==> src/rtl/tfn_div.sv <==
// Pipelined restoring divider for one normal component, one quotient bit per stage.
module tfn_div #(
  parameter int unsigned NumWidth = 45,
  parameter int unsigned DenWidth = 31,
  parameter int unsigned QWidth   = 16
) (
  input  logic                  clk_i,
  input  logic                  adv_i,
  input  logic [NumWidth-1:0]   num_i,
  input  logic [DenWidth-1:0]   den_i,
  output logic [QWidth-1:0]     quo_o
);
  // Quotient is below 2^QWidth, so only the low QWidth quotient bits are formed.
  localparam int unsigned RemW = DenWidth + 1;

  logic [RemW-1:0]     rem_q [QWidth+1];
  logic [NumWidth-1:0] num_q [QWidth+1];
  logic [DenWidth-1:0] den_q [QWidth+1];
  logic [QWidth-1:0]   quo_q [QWidth+1];

  always_comb begin
    rem_q[0] = RemW'(num_i >> QWidth);
    num_q[0] = num_i;
    den_q[0] = den_i;
    quo_q[0] = '0;
  end

  for (genvar s = 0; s < QWidth; s++) begin : g_st
    logic [RemW:0]     sh;
    logic [RemW-1:0]   rem_d;
    logic [QWidth-1:0] quo_d;
    always_comb begin
      sh    = {rem_q[s], num_q[s][QWidth-1-s]};
      quo_d = quo_q[s];
      if (sh >= {2'b00, den_q[s]}) begin
        rem_d = RemW'(sh - {2'b00, den_q[s]});
        quo_d[QWidth-1-s] = 1'b1;
      end else begin
        rem_d = RemW'(sh);
      end
    end
    always_ff @(posedge clk_i) begin
      if (adv_i) begin
        rem_q[s+1] <= rem_d;
        num_q[s+1] <= num_q[s];
        den_q[s+1] <= den_q[s];
        quo_q[s+1] <= quo_d;
      end
    end
  end

  assign quo_o = quo_q[QWidth];
endmodule

==> config.mk <==
export PLATFORM = sky130hd
export DESIGN_NAME = tfn_div
export DESIGN_NICKNAME = d
export VERILOG_FILES = /design/src/rtl/tfn_div.sv
export SDC_FILE = /design/constraint.sdc
export NUM_CORES = 2
export LEC_CHECK = 0
export ABC_AREA = 0
export BUFFER_PORTS_ARGS = -buffer_cell sky130_fd_sc_hd__buf_2
export CORE_MARGIN = 4
export CORE_UTILIZATION = 56
export CTS_CLUSTER_SIZE = 20
export DETAILED_ROUTE_END_ITERATION = 10
export GPL_TIMING_DRIVEN = 0
export MAX_ROUTING_LAYER = met4
export PLACE_DENSITY = 0.69
export SLEW_MARGIN = 20
export SYNTH_ARGS = -nofsm -noshare
export SYNTH_HDL_FRONTEND = slang
export SYNTH_SLANG_ARGS = --single-unit
==> constraint.sdc <==
create_clock -name clk_i -period 9.93 [get_ports clk_i]
set_clock_uncertainty 0.15 [all_clocks]
set_input_delay 0.4965 -clock clk_i [delete_from_list [all_inputs] [get_ports clk_i]]
set_output_delay 0.4965 -clock clk_i [all_outputs]
set_load 0.01 [all_outputs]
* Word-level counts from Yosys, hierarchy flattened *
Index checks and enable logic that the tools add are counted.

cells by class
  add/subtract/negate cells = 15
  magnitude comparators = 16
  multiplexer cells = 16

operators with widths
  operator                                      number
  greater-or-equal comparator 33 x 31 -> 1 bit  15
  2-to-1 mux 32 bit                             14
  subtractor 32 x 31 -> 32 bit                  14
  subtractor 30 x 31 -> 32 bit                  1
  greater-or-equal comparator 30 x 31 -> 1 bit  1
  2-to-1 mux 30 bit                             1
  2-to-1 mux 1 bit                              1

word-level totals
  register bits = 1,201
  output and inout port bits = 16
  word-level logic and storage cells = 124

* Logic depth before layout (Yosys ltp) *
  depth after elaboration = 2
  depth in mapped cells = 16
  gate-level depth less buffers = 14

* Least setup slack after synthesis *
OpenSTA, ideal clock, no wires.

  kind = reg2reg
  start = register rem_q, in the netlist g_st[12].sh[2]
  end = register rem_q, in the netlist g_st[13].sh[20], data pin
  arrival time = 3,098 ps
  data required time = 9,518 ps
  slack = 6,420 ps
  cell stages (with the launch flop) = 13
  buffers on the path = 0
  clock period less this slack = 3,510 ps
  cell sequence = edfxtp_1 > ha_1 > a21oi_2 > o21ai_2 > a311oi_2 > a21oi_2 > o221a_4 > o2111ai_2 > a41oi_1 > or4_4 > a31oi_4 > inv_2 > mux2_1

between the ends
  cells in the longest elaborated chain, start to end = 2
  elaborated cells on any way between the ends = 3

ends and longest elaborated chain
  element                                                                                       line    source
  start: declaration                                                                            16      logic [RemW-1:0] rem_q [QWidth+1];
  start signal: indexed assignment                                                              44      rem_q[s+1] <= rem_d;
  subtractor 32 x 31 -> 32 bit or greater-or-equal comparator 33 x 31 -> 1 bit (tied branches)  36, 35
  2-to-1 mux 32 bit *                                                                           35      if (sh >= {2'b00, den_q[s]}) begin
  net g_st[12].rem_d[19]                                                                        30      logic [RemW-1:0] rem_d;

The timed path passes the listed nets; every way through them passes the cells marked *.
A chain may end at the register's enable or synchronous reset.

* Worst setup path after layout *
  start = register num_q, in the netlist g_st[4].sh[0]
  end = register rem_q, in the netlist g_st[5].sh[30], data pin

between the ends
  cells in the longest elaborated chain, start to end = 2
  elaborated cells on any way between the ends = 3

ends and longest elaborated chain
  element                                                                                       line    source
  start: declaration                                                                            17      logic [NumWidth-1:0] num_q [QWidth+1];
  start signal: indexed assignment                                                              45      num_q[s+1] <= num_q[s];
  subtractor 32 x 31 -> 32 bit or greater-or-equal comparator 33 x 31 -> 1 bit (tied branches)  36, 35
  2-to-1 mux 32 bit *                                                                           35
  net g_st[4].rem_d[29]                                                                         30

Marked as above.

==> results.json <==
{
  "yosysWarnings": 0,
  "drive_gt1_frac": 0.0734,
  "overflow": 0,
  "post-route-min-period_ns": 5.83,
  "grt_pass1_vias": 46500,
  "syn_to_final_growth_pct": 11.6,
  "status": "completed",
  "synthesis.area_sq_mm": 0.0665,
  "syn_area_per_cell_sq_um": 11.2,
  "place_hpwl_mm": 131,
  "grtUsageMet2": 0.514,
  "ioPinCount": 94,
  "post_cts_buffers": 0,
  "crit_chain": "inv_1, ha_1, nor2b_1, o21a_1, o211ai_1, a211oi_1, o21ai_0, a31oi_1, a311oi_1, o21ai_1, buf_2, buf_1, a21oi_1",
  "synth_top_area_frac": 0.542,
  "routed_wl_mm": 165,
  "nets": 6856,
  "setup_viol": 0,
  "finalCritPeriodShare": 0.587,
  "maxCapViolCount": 0,
  "ir_worst_vdd_mv": 0.205,
  "worstPathArrival_ns": 6.11,
  "min_path_type": "reg -> reg",
  "die_h_um": 353,
  "max_freq_mhz": 171,
  "clk_latency_ns": 0.77,
  "yosys.area.top_type": "edfxtp_1",
  "row_count": 126,
  "vias": 45700,
  "met1_usage": 0.255,
  "slowest_stage": "o21ai_1",
  "drt.antenna.violating_nets": 0,
  "clk_pin_slew_worst_paths_ns": 0.06,
  "grt_pass1_wl_mm": 254,
  "synth_most_common_cell": "edfxtp_1",
  "rsz0062_at_grt": "no",
  "max_stage_delay_ns": 0.84,
  "pwr_density_cell_mw_per_mm2": 319,
  "start_util": 0.564,
  "cts_root_buf": "clkbuf_16",
  "firstDrtPassIters": 6,
  "cts.htree.levels": 4,
  "top_usage_layer": "met2",
  "grt_max_degree": 133,
  "dieArea_sq_mm": 0.124,
  "worstPathMaxFanout": 10,
  "yosysUniqueCellTypes": 91,
  "ys_top_cells_by_area": "edfxtp_1 54%, ha_1 9.3%, a21oi_1 4.0%",
  "grt_use_met3": 0.0338,
  "crit_path_start_kind": "flip-flop",
  "ys.flop_type": "edfxtp_1",
  "clk_path_buf_depth": 3,
  "drc": 0,
  "finalHoldViolCount": 0,
  "power.leakage_nw": 30.6,
  "drtIter0Drc": 2800,
  "hold_ws_ns": 0.262,
  "relSlewSlack": 0.331,
  "worst_pin_slew_ns": 0.997,
  "ys_async_sr_fraction": 0,
  "dieWidth_um": 353,
  "finalWeightedCongestion": 0.989,
  "antenna_found_initial": 3,
  "wl_per_cell_um": 20.9,
  "track_usage": 0.271,
  "cp.required_ns": 10.21,
  "worst_setup_path_end_kind": "flip-flop",
  "fp.coreArea_sq_mm": 0.118,
  "vias_per_cell": 5.77,
  "synth-seq-area-share": 0.542,
  "crit_type": "reg -> reg",
  "ys_ff_latch": 1201,
  "final_max_slew_viol_count": 0,
  "syn_inst": 5953,
  "io_buffers": 93,
  "synthTopCellsByCount": "1201 x edfxtp_1, 635 x inv_1, 537 x a21oi_1, 495 x ha_1, 427 x nand2_1",
  "cts_tree": "built",
  "synth_fp_nets": 6541,
  "diodes": 0,
  "clock-sinks": 1201,
  "synth_edf_count": 1201,
  "cts_buffers": 133,
  "fin_tns_setup_ns": 0
}
[per-layer routing]
| layer | vias to the layer above | part of all wire |
|---|---|---|
| met2 | 1084 | 0.55 |
| met5 | - | 0 |
| met4 | 0 | 0.075 |
| met1 | 21700 | 0.34 |
| li1 | 22400 | - |
| met3 | 461 | 0.033 |
[state kept, by name (all words and copies together) (netlist names)]
signal	cells
g_st.quo_d	120
g_st.sh	495
den_q	465
num_q	105
quo_o	16
[through the flow]
step	cell area [sq um]	power, mW	instances	setup slack, ns	utilization
floorplan	66500	15.6	5953	6.42	-
global placement	68900	18.8	7582	-10.21	0.584
detailed placement	69200	18.8	7592	4.12	0.587
CTS	74200	23.7	7909	4.07	0.630
global route	74200	25.2	7909	3.89	0.630
finish	74200	23.7	7909	4.10	0.630
[layout by cell type (no fill, tap or decap), types with 43 or more instances in the layout]
cell type	n
nand4_1	73
edfxtp_1	1201
a21oi_1	537
clkbuf_1	117
nor3_1	77
nor2_1	375
nand2_1	427
a31oi_1	47
nand3_1	92
buf_2	120
a21o_1	250
dlygate4sd3_1	77
nand2b_1	72
nor2b_1	71
clkbuf_16	138
o21bai_1	61
o31ai_1	43
xnor2_1	234
mux2_2	91
xor2_1	161
ha_1	495
o21ai_0	396
o21a_1	67
inv_1	635
[critical path: cells and delay by family, from the launching register on]
family / cells / cell delay, ns
adder cells (fa/ha/maj): 1 / 0.22
AO/OA/AOI/OAI: 8 / 3.11
buffers and inverters: 3 / 1.27
flip-flops: 1 / 0.58
AND/OR/NAND/NOR: 1 / 0.14
[where the power goes]
part	leakage (nW)	total, mW	internal (mW)	switching [mW]
clock network	2.10	4.83	2.86	1.97
registers	11.7	8.15	7.45	0.701
logic	16.8	10.7	4.30	6.40
[final timing paths]
| path | slack, ns | endpoint | cells after the start | startpoint |
|---|---|---|---|---|
| setup / recovery | 4.10 | g_st[5].sh[30] | 13 | g_st[4].sh[0] |
| setup reg to reg | 4.10 | g_st[5].sh[30] | 13 | g_st[4].sh[0] |
| hold / removal | 0.26 | num_q[542] | 0 | num_q[587] |
| hold reg to reg | 0.26 | num_q[542] | 0 | num_q[587] |
[cell type report]
class | instances | area [sq um]
tap | 1536 | 1920
timing repair buffer | 180 | 1530
inverter | 636 | 2390
fill | 9410 | 43700
clock buffer | 163 | 3550
clock inverter | 77 | 734
buffer | 133 | 581
multi-input combinational | 3983 | 27500
sequential | 1201 | 36100
[cell families (layout without fill, tap and decap cells)]
| logic type | Yosys count | after routing | share of synthesized area |
|---|---|---|---|
| mux | 101 | 101 | 0.0169 |
| simple gates | 1324 | 1324 | 0.0919 |
| buf+inv | 769 | 1189 | 0.0446 |
| fa+ha+maj | 510 | 510 | 0.0976 |
| compound gates | 1653 | 1653 | 0.155 |
| flops | 1201 | 1201 | 0.542 |
| xor+xnor | 395 | 395 | 0.0520 |
[repair_timing]
action	in CTS	in global routing
hold buffers	77	0
endpoints found under the hold margin	99	0
resized for setup	0	0
No activity file was read; power rests on OpenSTA's default activity.
