$ cat src/rtl/tfn_sqrt.sv
// Pipelined integer square root, two result bits per stage.
module tfn_sqrt #(
  parameter int unsigned InWidth   = 62,
  parameter int unsigned TagWidth  = 1,
  parameter int unsigned BitsPerSt = 2
) (
  input  logic                   clk_i,
  input  logic                   rst_ni,
  input  logic                   adv_i,
  input  logic                   valid_i,
  input  logic [InWidth-1:0]     rad_i,
  input  logic [TagWidth-1:0]    tag_i,
  output logic                   valid_o,
  output logic [InWidth/2-1:0]   root_o,
  output logic [TagWidth-1:0]    tag_o
);
  localparam int unsigned RW     = InWidth / 2;
  localparam int unsigned NStage = (RW + BitsPerSt - 1) / BitsPerSt;

  logic [NStage:0]               vld_q;
  logic [InWidth-1:0]            rem_q  [NStage+1];
  logic [RW-1:0]                 root_q [NStage+1];
  logic [TagWidth-1:0]           tag_q  [NStage+1];

  always_comb begin
    vld_q[0]  = valid_i;
    rem_q[0]  = rad_i;
    root_q[0] = '0;
    tag_q[0]  = tag_i;
  end

  for (genvar s = 0; s < NStage; s++) begin : g_st
    logic [InWidth-1:0] rem_d;
    logic [RW-1:0]      root_d;
    always_comb begin
      logic [InWidth+1:0] trial;
      rem_d  = rem_q[s];
      root_d = root_q[s];
      trial  = '0;
      for (int k = 0; k < BitsPerSt; k++) begin
        if (s * BitsPerSt + k < RW) begin
          trial = ({2'b00, root_d} << (RW - (s * BitsPerSt + k)))
                  | ({{(InWidth+1){1'b0}}, 1'b1} << (2 * (RW - 1 - (s * BitsPerSt + k))));
          if ({2'b00, rem_d} >= trial) begin
            rem_d  = rem_d - trial[InWidth-1:0];
            root_d = root_d | (RW'(1) << (RW - 1 - (s * BitsPerSt + k)));
          end
        end
      end
    end
    always_ff @(posedge clk_i or negedge rst_ni) begin
      if (!rst_ni) begin
        vld_q[s+1] <= 1'b0;
      end else if (adv_i) begin
        vld_q[s+1] <= vld_q[s];
      end
    end
    always_ff @(posedge clk_i) begin
      if (adv_i) begin
        rem_q[s+1]  <= rem_d;
        root_q[s+1] <= root_d;
        tag_q[s+1]  <= tag_q[s];
      end
    end
  end

  assign valid_o = vld_q[NStage];
  assign root_o  = root_q[NStage];
  assign tag_o   = tag_q[NStage];
endmodule

$ cat config.mk
export PLATFORM = sky130hd
export DESIGN_NAME = tfn_sqrt
export DESIGN_NICKNAME = d
export VERILOG_FILES = /design/src/rtl/tfn_sqrt.sv
export SDC_FILE = /design/constraint.sdc
export NUM_CORES = 2
export LEC_CHECK = 0
export BUFFER_PORTS_ARGS = -buffer_cell sky130_fd_sc_hd__buf_2
export CAP_MARGIN = 20
export CORE_MARGIN = 3
export CORE_UTILIZATION = 35
export CTS_BUF_LIST = sky130_fd_sc_hd__clkbuf_4 sky130_fd_sc_hd__clkbuf_8
export CTS_CLUSTER_DIAMETER = 200
export CTS_CLUSTER_SIZE = 24
export DETAILED_ROUTE_END_ITERATION = 8
export GPL_TIMING_DRIVEN = 0
export PLACE_DENSITY = 0.58
export SLEW_MARGIN = 20
export SYNTH_ARGS = -nofsm -noshare
export SYNTH_HDL_FRONTEND = slang
export SYNTH_SLANG_ARGS = --single-unit
$ cat constraint.sdc
create_clock -name clk_i -period 10.3 [get_ports clk_i]
set_input_delay 2.575 -clock clk_i [delete_from_list [all_inputs] [get_ports clk_i]]
set_output_delay 2.575 -clock clk_i [all_outputs]
set_load 0.02 [all_outputs]
; ---- After elaboration in Yosys (flattened, before gate mapping)
; Index checks and enable logic that the tools add are counted.
[classes]
n_mux = 45
n_addsub = 30
magnitude_cmp = 31
[op_table]
columns = operator, count
row1 = 2-to-1 mux 62 bit, 30
row2 = >= comparator 62 x 32 -> 1 bit, 1
row3 = >= comparator 62 x 33 -> 1 bit, 1
row4 = >= comparator 62 x 34 -> 1 bit, 1
row5 = >= comparator 62 x 35 -> 1 bit, 1
row6 = >= comparator 62 x 36 -> 1 bit, 1
row7 = >= comparator 62 x 37 -> 1 bit, 1
row8 = >= comparator 62 x 38 -> 1 bit, 1
row9 = >= comparator 62 x 39 -> 1 bit, 1
row10 = >= comparator 62 x 40 -> 1 bit, 1
row11 = >= comparator 62 x 41 -> 1 bit, 1
row12 = >= comparator 62 x 42 -> 1 bit, 1
row13 = >= comparator 62 x 43 -> 1 bit, 1
row14 = >= comparator 62 x 44 -> 1 bit, 1
row15 = >= comparator 62 x 45 -> 1 bit, 1
row16 = >= comparator 62 x 46 -> 1 bit, 1
row17 = >= comparator 62 x 47 -> 1 bit, 1
row18 = >= comparator 62 x 48 -> 1 bit, 1
row19 = >= comparator 62 x 49 -> 1 bit, 1
row20 = >= comparator 62 x 50 -> 1 bit, 1
row21 = >= comparator 62 x 51 -> 1 bit, 1
row22 = >= comparator 62 x 52 -> 1 bit, 1
row23 = >= comparator 62 x 53 -> 1 bit, 1
row24 = >= comparator 62 x 54 -> 1 bit, 1
row25 = 53 further kinds, 53
[word_totals]
in_bits = 67
regBits = 1458

; ---- Longest topological paths before layout
[depth]
depth_word = 4
ltp_mapped = 31
mapped_depth_nobuf = 27

; ---- Worst setup path after synthesis
; Ideal clock, no wire load.
[synth_timing]
path_kind = flip-flop to flip-flop
from = reg rem_q[168] in the netlist's numbering
to = reg rem_q[119] in the netlist's numbering, data pin
path_stages_with_launch = 26
arrival_ns = 6.329
setup_ns = 0.265
slack_ns = 3.706
n_path_buf = 4
path_cell_list = edfxtp_1 -> or4_1 -> nand4b_1 -> nor4_1 -> o2111ai_2 -> or2_1 -> buf_6 -> inv_2 -> buf_1 -> clkbuf_1 -> o21ai_0 -> ha_1 -> a21o_1 -> a21o_1 -> a21o_1 -> a2111oi_0 -> nor3_1 -> a311o_1 -> a41oi_1 -> o31ai_1 -> a31oi_1 -> o21ai_0 -> a22o_1 -> clkbuf_1 -> nor4_1 -> xnor2_1
[synth_via]
elab_chain_len = 4
elab_cells_between_ends = 7
cone_classes = add/sub (2) / order compare (2) / mux (3)
[synth_lines]
columns = item, line_no
row1 = start: declaration, 21  ; logic [InWidth-1:0] rem_q [NStage+1];
row2 = start signal: indexed assignment, 60  ; rem_q[s+1] <= rem_d;
row3 = subtractor 62 x 34 -> 62 bit or >= comparator 62 x 34 -> 1 bit (tied branches), "45, 44"
row4 = 2-to-1 mux 62 bit or 2-to-1 mux 3 bit (tied branches), 44  ; if ({2'b00, rem_d} >= trial) begin
row5 = subtractor 62 x 33 -> 62 bit or >= comparator 62 x 33 -> 1 bit (tied branches), "45, 44"
row6 = 2-to-1 mux 62 bit *, 44
row7 = named net g_st[14].rem_d[57], 33  ; logic [InWidth-1:0] rem_d;
; The timed path passes the listed nets; every way through them passes the cells marked *.
; A chain may end at the register's enable or synchronous reset.

; ---- Worst setup path after layout
[layout_timing]
from = reg rem_q[297] in the netlist's numbering
to = reg rem_q[229] in the netlist's numbering, data pin
[layout_via]
elab_chain_len = 4
elab_cells_between_ends = 7
cone_classes = add/sub (2) / order compare (2) / mux (3)
[layout_lines]
columns = item, line_no
row1 = >= comparator 62 x 38 -> 1 bit or subtractor 62 x 38 -> 62 bit (tied branches), "44, 45"
row2 = 2-to-1 mux 62 bit or 2-to-1 mux 7 bit (tied branches), 44
row3 = subtractor 62 x 37 -> 62 bit or >= comparator 62 x 37 -> 1 bit (tied branches), "45, 44"
row4 = 2-to-1 mux 62 bit *, 44
row5 = named net g_st[12].rem_d[43], 33
; Marks and branches as above.

==> results by stage <==
Critical path:
- The worst setup path is of the reg -> reg kind.
- The signal arrival time at the worst endpoint is ~10 ns.
- The highest fanout seen on the critical path is 10.
- STA classifies the critical path endpoint as a register.
- The startpoint identified for the worst register-to-register timing path is rem_q[297].
- The required time at the worst-slack endpoint is 10.97 ns.
- The most critical setup path has its startpoint at rem_q[297].
- The kind of start point of the critical path is a register.

Clock tree:
- The buffer depth of the longest clock path is 3.
- Clock latency on the worst-skew pair, taken at its later pin, is 0.93 ns.
- The number of setup buffers added after CTS is 0.
- The number of clock buffers added by TritonCTS is 57.
- CTS built an H-tree with a depth of 2.
- After clock tree synthesis, the clock-pin slew on the worst setup and hold paths is 0.16 ns.
- The master cell of the clock root buffer is sky130_fd_sc_hd__clkbuf_8.
- The number of clock sinks is between 1k and 1.5k.
- The post-CTS resize count is 0.
- The clock tree from TritonCTS is done.
- The number of hold-repair buffers added at the cts stage is 0.

Global route:
- Entering global routing, the biggest net connects around 150 pins.
- The number of antenna violations at the first check in global routing is 6.
- The number of global-route vias before repair is 60.3k.
- The overflow left after global routing is 0.
- The first global-routing pass estimated 356 mm of wire.
- The overall routing resource usage is 18.9%.

Logic synthesis:
- Counting flops with a built-in enable in the synthesized netlist gives roughly 1.2k.
- The synthesized area is 0.0810 mm^2.
- The number of cells produced by synthesis is 8,130.
- For this run, asynchronously set or reset flops after synthesis account for 1.30%.
- Of the synthesized area, sequential elements account for 45.6%.
- The main flop type after synthesis is sky130_fd_sc_hd__edfxtp_1.
- The synthesized net count is around 8.7k.
- Synthesis instantiated 95 different standard cells from the library.
- Averaged over all synthesized cells, the footprint is 9.96 um^2.
- The number of warnings issued by yosys is 0.
- In this run, synthesis produced a sequential element count of 1,233.

Final layout:
- The finished cells cover just under 0.09 mm^2.
- At the end of the flow the core is filled with cells to 37.8%.
- Of the cells placed in the final design, the portion with a size suffix greater than 1 is 4.51%.
- The multi-input combinational cell area is 0.0415 mm^2.
- Counting the fill cells in the layout gives 22.7k.
- The sequential cells in the finished layout cover a total of 0.0369 mm^2.
- The post-layout net count is around 8.9k.
- The area growth from synthesis to layout is 6.82%.

STA:
- The max-slew violation count is 0.
- The final total negative setup slack is 0 ns.
- The count of endpoints failing setup in the final report is 0.
- Static timing analysis puts the maximum clock frequency at 0.102 GHz.
- Setup repair after global routing left no endpoint under its margin.
- The routed design could run at a clock period as short as 9.76 ns.
- The slew of the pin with the lowest slew margin is between 1 and 1.5 ns.
- The final critical-path setup slack is 0.537 ns.
- The number of hold-slack violations in the final timing report is 0.
- The portion of the clock cycle consumed by the worst path in the final layout is 94.8%.
- Measured against its own limit, the worst slew margin works out to approximately 7.3%.
- On the final layout, the worst clock skew is 0.0976 ns.

Route:
- The detailed-route DRC error count is 0.
- The routed via count is 63.0k.
- The routed length per placed instance is 20.7 um.
- Summed over all layers, the routed wires come to 234 mm.
- Using the TritonRoute via totals, the vias-per-cell ratio works out to 5.57.
- The first-iteration detailed-routing DRC count is 5,302.
- The number of nets with antenna violations after routing is 0.
- The number of detailed-route iterations in the first pass is 5.

Place:
- The total cell area at the placement stage is around 0.086 mm^2.
- At the end of routability-driven placement, the weighted congestion stood at roughly 0.93.
- During placement, the flow inserted port buffers numbering 99.
- At the placement stage, the worst setup path has a slack of roughly 0.52 ns.
- The detailed-placement wirelength estimate is around 190 mm.

Worst hold path:
- The class of the worst hold path is reg -> reg.
- The launch point of the worst hold path is tag_q[13].

Power and ir drop:
- For this design the ratio of total power to cell area is 232 mW/mm^2.
- The leakage power summed over all cells is 0.0320 uW.
- The worst voltage drop across the vdd grid is 0.000130 V.

Floorplan:
- The floorplan step defined a core boundary enclosing around 0.23 mm^2.
- The count of standard-cell rows is 175.
- From left edge to right edge, the die measures 487 um.
- Measured along the y axis, the die boundary spans 487 um.
- Once the floorplan was initialized, standard cells occupied 35.4% of the core.
- The number of I/O pins is 100.
- The floorplan step defined a die boundary enclosing 0.237 mm^2.

Job:
- The number of maximum-capacitance constraint violations is 0.

Outcome:
- The flow ran to the end, and the final reports show no timing, DRC or antenna violations.
==> layout by cell type, fill, tap and decap left out, types with 240 or more instances in the layout <==
master and instances:
sky130_fd_sc_hd__edfxtp_1 1217, sky130_fd_sc_hd__nor2_1 704, sky130_fd_sc_hd__a21oi_1 655, sky130_fd_sc_hd__nand2_1 649, sky130_fd_sc_hd__ha_1 540, sky130_fd_sc_hd__xnor2_1 498
sky130_fd_sc_hd__inv_1 448, sky130_fd_sc_hd__o21ai_0 376, sky130_fd_sc_hd__xor2_1 302, sky130_fd_sc_hd__nor4_1 240
==> cells by family (layout without fill, tap and decap cells) <==
| group | after synthesis | in the layout | share of synthesized area (%) |
|---|---|---|---|
| AOI/OAI and AO/OA | 1899 | 1899 | 14.7 |
| xor gates and xnor gates | 800 | 800 | 8.65 |
| adders and majority gates | 540 | 540 | 8.34 |
| buffers and inverters | 685 | 863 | 3.24 |
| DFF | 1233 | 1233 | 45.6 |
| muxes | 107 | 107 | 1.46 |
| other | 0 | 4 | 0 |
| and+or+nand+nor | 2866 | 2866 | 17.9 |
==> where the power goes <==
part | switching (uW) | leakage, uW | internal (uW)
registers | 734 | 0.0118 | 6800
logic | 6410 | 0.0197 | 4080
clock network | 1510 | 0.000476 | 543
==> critical path, cell delays in order, from the launching register on <==
cell	delay [ns]
sky130_fd_sc_hd__edfxtp_1	0.50
sky130_fd_sc_hd__nor4_1	0.88
sky130_fd_sc_hd__nand3_1	0.40
sky130_fd_sc_hd__nor4_1	1.01
sky130_fd_sc_hd__nand3_1	0.29
sky130_fd_sc_hd__or2_2	0.41
sky130_fd_sc_hd__clkbuf_1	0.35
sky130_fd_sc_hd__clkbuf_1	0.42
sky130_fd_sc_hd__a21oi_1	0.31
sky130_fd_sc_hd__ha_1	0.27
sky130_fd_sc_hd__clkbuf_1	0.22
sky130_fd_sc_hd__nor4bb_1	0.18
sky130_fd_sc_hd__o21ai_0	0.32
sky130_fd_sc_hd__nand3_1	0.39
sky130_fd_sc_hd__a31oi_1	0.49
sky130_fd_sc_hd__a2111oi_0	0.23
sky130_fd_sc_hd__a211oi_1	0.51
sky130_fd_sc_hd__nor2_1	0.20
sky130_fd_sc_hd__o22ai_1	0.41
sky130_fd_sc_hd__nor3_1	0.14
sky130_fd_sc_hd__a211oi_1	0.86
sky130_fd_sc_hd__nand2_1	0.28
sky130_fd_sc_hd__nor4_1	0.31
sky130_fd_sc_hd__xnor2_1	0.11
==> layer usage <==
layer | global-route usage, % | wire length (um) | vias up | part of all wire [%]
met5 | 0 | 27 | - | 0.012
li1 | - | - | 30600 | -
met2 | 31.7 | 110000 | 1675 | 47
met4 | 3.75 | 4630 | 4 | 2.0
met1 | 26.6 | 108000 | 30600 | 46
met3 | 2.01 | 11400 | 218 | 4.9
==> through the flow <==
stage | power (uW) | cells | hold slack [ns]
3_5_place_dp | 18000 | 11200 | 0.406
2_1_floorplan | 15100 | 8130 | 0.400
6_report | 20100 | 11300 | 0.419
4_1_cts | 20100 | 11300 | 0.415
5_1_grt | 21600 | 11300 | 0.429
3_3_place_gp | 18100 | 11200 | 0.401
==> synth_stat cells, types with 23 or more instances <==
cell	n	area share (%)
sky130_fd_sc_hd__and4_1	35	0.38
sky130_fd_sc_hd__a21oi_1	656	4.1
sky130_fd_sc_hd__ha_1	540	8.3
sky130_fd_sc_hd__a211oi_1	52	0.48
sky130_fd_sc_hd__o21a_1	86	0.80
sky130_fd_sc_hd__a31oi_1	78	0.60
sky130_fd_sc_hd__o21ai_0	376	2.3
sky130_fd_sc_hd__xor2_1	302	3.3
sky130_fd_sc_hd__nor4_1	247	1.9
sky130_fd_sc_hd__nand2b_1	87	0.67
sky130_fd_sc_hd__nor2b_1	80	0.62
sky130_fd_sc_hd__and3_1	67	0.52
sky130_fd_sc_hd__or2_2	45	0.35
sky130_fd_sc_hd__nand3b_1	28	0.26
sky130_fd_sc_hd__or4_1	54	0.50
sky130_fd_sc_hd__o211ai_1	43	0.40
sky130_fd_sc_hd__and2_1	66	0.51
sky130_fd_sc_hd__or3_1	82	0.63
sky130_fd_sc_hd__nor3b_1	26	0.24
sky130_fd_sc_hd__edfxtp_1	1217	45
sky130_fd_sc_hd__a21boi_0	25	0.23
sky130_fd_sc_hd__buf_1	34	0.16
sky130_fd_sc_hd__nand3_1	211	1.3
sky130_fd_sc_hd__clkbuf_1	178	0.83
sky130_fd_sc_hd__nor2_1	704	3.3
sky130_fd_sc_hd__mux2_2	76	1.1
sky130_fd_sc_hd__o31ai_1	62	0.57
sky130_fd_sc_hd__o31a_1	23	0.25
sky130_fd_sc_hd__nand2_1	649	3.0
sky130_fd_sc_hd__a21o_1	184	1.7
sky130_fd_sc_hd__nand4_1	187	1.4
sky130_fd_sc_hd__nor3_1	206	1.3
sky130_fd_sc_hd__inv_1	448	2.1
sky130_fd_sc_hd__o21bai_1	60	0.56
sky130_fd_sc_hd__xnor2_1	498	5.4
==> area by class of cell <==
cell class              instances  share of cell area [%]
repair buffers                109                   0.890
inverters                     458                    1.99
plain buffers                 227                    1.05
multi-input cells            6212                    47.9
clock inverters                 6                  0.0984
diodes                          4                  0.0116
flip-flops and latches       1233                    42.7
clock buffers                  63                   0.959
well taps                    3009                    4.35
==> path summary, 6_finish.rpt <==
kind / depth (start not counted) / slack (ns) / end
setup / recovery: 23 / 0.54 / rem_q[229]
hold / removal: 0 / 0.42 / tag_q[12]
setup reg to reg: 23 / 0.54 / rem_q[229]
hold reg to reg: 0 / 0.42 / tag_q[12]
max in group asynchronous: 1 / 8.44 / vld_q[9]
min in group asynchronous: 1 / 1.61 / vld_q[14]
==> registers in the layout (all words and copies together), names as in the netlist <==
signal and flops:
rem_q 930, root_q 210, root_o 31, g_st.$4.trial 30
tag_q 15, vld_q 15, tag_o 1, valid_o 1
Power figures use the tool's default switching activity.
